--- config.mk ---
export PLATFORM = sky130hd
export DESIGN_NAME = stst_ram
export DESIGN_NICKNAME = d
export VERILOG_FILES = /design/src/design/stst_ram.sv
export SDC_FILE = /design/constraint.sdc
export NUM_CORES = 2
export LEC_CHECK = 0
export BUFFER_PORTS_ARGS = -buffer_cell sky130_fd_sc_hd__buf_4
export CORE_AREA = 2 2 355 357
export DETAILED_ROUTE_END_ITERATION = 10
export DIE_AREA = 0 0 357 359
export HOLD_SLACK_MARGIN = 0.08
export PLACE_DENSITY = 0.79
export SYNTH_ARGS = -nofsm -noshare
export SYNTH_HDL_FRONTEND = slang
export SYNTH_SLANG_ARGS = --single-unit
--- constraint.sdc ---
create_clock -name clock -period 4.5 [get_ports clock]
set_input_delay 0 -clock clock [delete_from_list [all_inputs] [get_ports clock]]
set_output_delay 0 -clock clock [all_outputs]
set_load 0.005 [all_outputs]
--- src/design/stst_ram.sv ---
`timescale 1ns / 1ps
`default_nettype none
// ----------------------------------------------------------------------------
// stst_ram: one-write, one-read table memory with registered read
// Write-first: a read of the address written in the same cycle returns the
// new data.
// ----------------------------------------------------------------------------
module stst_ram #(
   parameter int WIDTH = 32,
   parameter int DEPTH = 64
) (
   input  wire logic                                       clock,
   input  wire logic                                       wr_en,
   input  wire logic [((DEPTH > 1) ? $clog2(DEPTH) : 1)-1:0] wr_addr,
   input  wire logic [WIDTH-1:0]                           wr_data,
   input  wire logic [((DEPTH > 1) ? $clog2(DEPTH) : 1)-1:0] rd_addr,
   output logic      [WIDTH-1:0]                           rd_data
);

   logic [WIDTH-1:0] mem [DEPTH];
   logic [WIDTH-1:0] rd_data_ff;

   always_ff @(posedge clock) begin
      if (wr_en) begin
         mem[wr_addr] <= wr_data;
      end
      // pass write data through on an address match
      if (wr_en && (wr_addr == rd_addr)) begin
         rd_data_ff <= wr_data;
      end else begin
         rd_data_ff <= mem[rd_addr];
      end
   end

   assign rd_data = rd_data_ff;

endmodule
`default_nettype wire

==> impl_summary.log <==
INFO  metric tritoncts_clock_tree = yes
INFO  metric antenna_found_initial = 8
INFO  metric global_route_wire_length_before_repair = 296 mm
INFO  metric grt.met3_usage = 7.87%
INFO  metric initial_core_utilization = 62.6%
INFO  metric fp.coreArea = 0.125 mm2
INFO  metric die-width = 357 um
INFO  metric total_routed_wirelength = 210 mm
INFO  metric post_dp_hpwl = 108 mm
INFO  metric syn-instance-count = 3298
INFO  metric rsz_0062_raised_after_global_routing = no
INFO  metric mostFrequentLayoutCells = 2048 x edfxtp_1, 544 x mux4_2, 198 x buf_4
INFO  metric top_regs = mem (2048)
INFO  metric drt-initial-drc-count = 6723
INFO  metric vdd.ir_drop.worst = 448 uV
INFO  metric ctsRootBufferMaster = clkbuf_16
INFO  metric largest_reg_flops = 2048
INFO  metric design.final.nets = 3619
INFO  metric cts_repair_resize_count = 0
INFO  metric p_per_area = 441 mW/mm2
INFO  metric asyncSetResetFlopFracSynth = 0%
INFO  metric largest_register = mem
INFO  metric syn_nets = 3344
INFO  metric leading_cell_type_in_the_layout_fill_and_taps_excluded = edfxtp_1
INFO  metric finalWorstPathRequiredPeriod = 4.25 ns
INFO  metric yosysWarningCount = 0
INFO  metric clockBufferDepth = 3
INFO  metric cap_violations = 0
INFO  metric design.portCount = 78
INFO  metric syn2layout_area_growth = 12.7%
INFO  metric ys_seq_area_share = 79.0%
INFO  metric number_of_cts_inserted_buffers = 186
INFO  metric crit_type = reg -> out
INFO  metric setup-violations-final = 0
INFO  metric busiest_layer = met2
INFO  metric drt_first_pass_iters = 6
INFO  metric crit_path_end_kind = output port
INFO  metric cts.htree.levels = 4
INFO  metric max_freq = 235 MHz
INFO  metric via_per_inst = 7.27
INFO  metric die_footprint = 0.128 mm2
INFO  metric worst_path_fanout_max = 19
INFO  metric synth-edff-count = 2048
INFO  metric drc = 0
INFO  metric yosys_cell_types = 34
INFO  metric timing.final.max_slew_violations = 0
INFO  metric cellLeakagePower = 27.4 nW
INFO  metric synth_top_flop_cell = edfxtp_1
INFO  metric route.vias.total = 39100
INFO  metric via_count_of_the_first_global_routing_pass = 40000
INFO  metric clk_transition_reported_paths = 0.06 ns
INFO  metric layout_worst_path_cycle_share = 94.5%
INFO  metric outcome = completed
INFO  metric timing.max_slew.rel_slack = 10.7%
INFO  metric cp.arrival = 4.25 ns
INFO  metric global_route.usage.total = 33.3%
INFO  metric post_synth_instance_area = 0.0780 mm2
INFO  metric grt.met1_usage = 45.1%
INFO  metric synthesis_stage_register_bit_count = 2054
INFO  metric numClockSinks = 2054
INFO  metric setup-tns-final = 0 ns
INFO  metric timing_hold_violations_final = 0
INFO  metric wl_per_cell = 39.0 um
INFO  metric drive_gt1_share = 29.1%
INFO  metric row_count = 130
INFO  metric grt_max_degree = 66
INFO  metric crit_required = 4.50 ns
INFO  metric average_footprint_of_a_synthesized_cell = 23.6 um2
INFO  metric worst_margin_slew = 1.34 ns
INFO  metric route.antenna.remaining_nets = 0
INFO  metric hold_path_class = in -> reg
INFO  metric grt.overflow.total = 0
INFO  metric worstSetupStartpointType = flip-flop
INFO  metric io_buffer_count = 77
INFO  metric groute.layer.met2.usage = 52.6%
INFO  metric finalHoldWorstSlack = 0.166 ns
INFO  metric die_height = 359 um
INFO  metric place_congestion = 0.830
-- worst max-delay path: stages (launching register included) --
cell,delay (ns)
dfxtp_4,0.84
buf_4,0.41
mux4_2,0.56
mux4_2,0.46
o22ai_1,0.56
nor2_1,0.33
buf_4,0.23
-- Yosys cell counts (3+ instances only) --
cell | instances | area, um2
nor2_1 | 137 | 514
mux4_2 | 544 | 12300
a311oi_1 | 8 | 70.1
edfxtp_1 | 2048 | 61500
o22ai_1 | 84 | 526
a41o_1 | 4 | 40.0
mux2i_1 | 93 | 931
nand3_1 | 5 | 25.0
and3_1 | 4 | 25.0
nand3b_1 | 5 | 37.5
o32ai_1 | 4 | 35.0
clkbuf_1 | 74 | 278
buf_1 | 21 | 78.8
a22oi_1 | 12 | 90.1
buf_4 | 25 | 188
nor3_1 | 7 | 35.0
buf_6 | 5 | 56.3
buf_2 | 57 | 285
or3_1 | 3 | 18.8
o221ai_1 | 27 | 236
or3b_2 | 3 | 26.3
a21oi_1 | 62 | 310
nor2b_1 | 15 | 93.8
nand2b_1 | 8 | 50.1
nand2_1 | 26 | 97.6
dfxtp_1 | 6 | 120
-- report_power, final --
part,internal (mW),switching [mW]
Clock,8.71,6.85
Sequential,21.2,0.0804
Combinational,0.783,1.21
-- area by class of cell --
type                    count  area [um2]
diodes                      3        7.51
flip-flops and latches   2054       61600
multi-input cells        1062       16000
fillers                  6810       36700
clock buffers             240        4940
repair buffers            269        2400
well taps                1650        2060
clock inverters            96         921
-- metrics by stage --
step / worst slack (ns) / util, % / area [um2] / instances / total power [mW]
6_report: 0.248 / 70.6 / 87900 / 5374 / 38.8
5_1_grt: 0.175 / 70.6 / 87900 / 5373 / 39.6
4_1_cts: 0.0164 / 70.6 / 87900 / 5370 / 38.8
3_5_place_dp: 0.898 / 65.4 / 81500 / 4983 / 23.5
3_3_place_gp: 0.944 / 65.4 / 81500 / 4983 / 23.5
2_1_floorplan: 1.34 / - / 78000 / 3298 / 22.7
-- cells by family after synthesis --
logic type | Yosys count | share of synthesized area, %
muxes | 637 | 16.9
buffers and inverters | 182 | 1.14
and+or+nand+nor | 223 | 1.27
AOI/OAI and AO/OA | 202 | 1.68
DFF | 2054 | 79.0
-- repair_timing --
item                       in CTS  in global routing
setup buffers                   0                  1
hold endpoints to repair     2210                  0
setup endpoints to repair       0                  3
hold buffers                   51                  0
-- path summary, 6_finish.rpt --
path	startpoint	end	slack, ns	cells after the start
setup / recovery	flip-flop	rd_data[5]	0.25	6
hold / removal	wr_addr[3]	mem[50][10]	0.17	4
-- per-layer routing --
layer  share of wire [%]  vias up
li1                    -    14700
met4                 5.0        4
met2                  49     3440
met3                  14      637
met5               0.013        -
met1                  33    20300
Power figures use the tool's default switching activity.
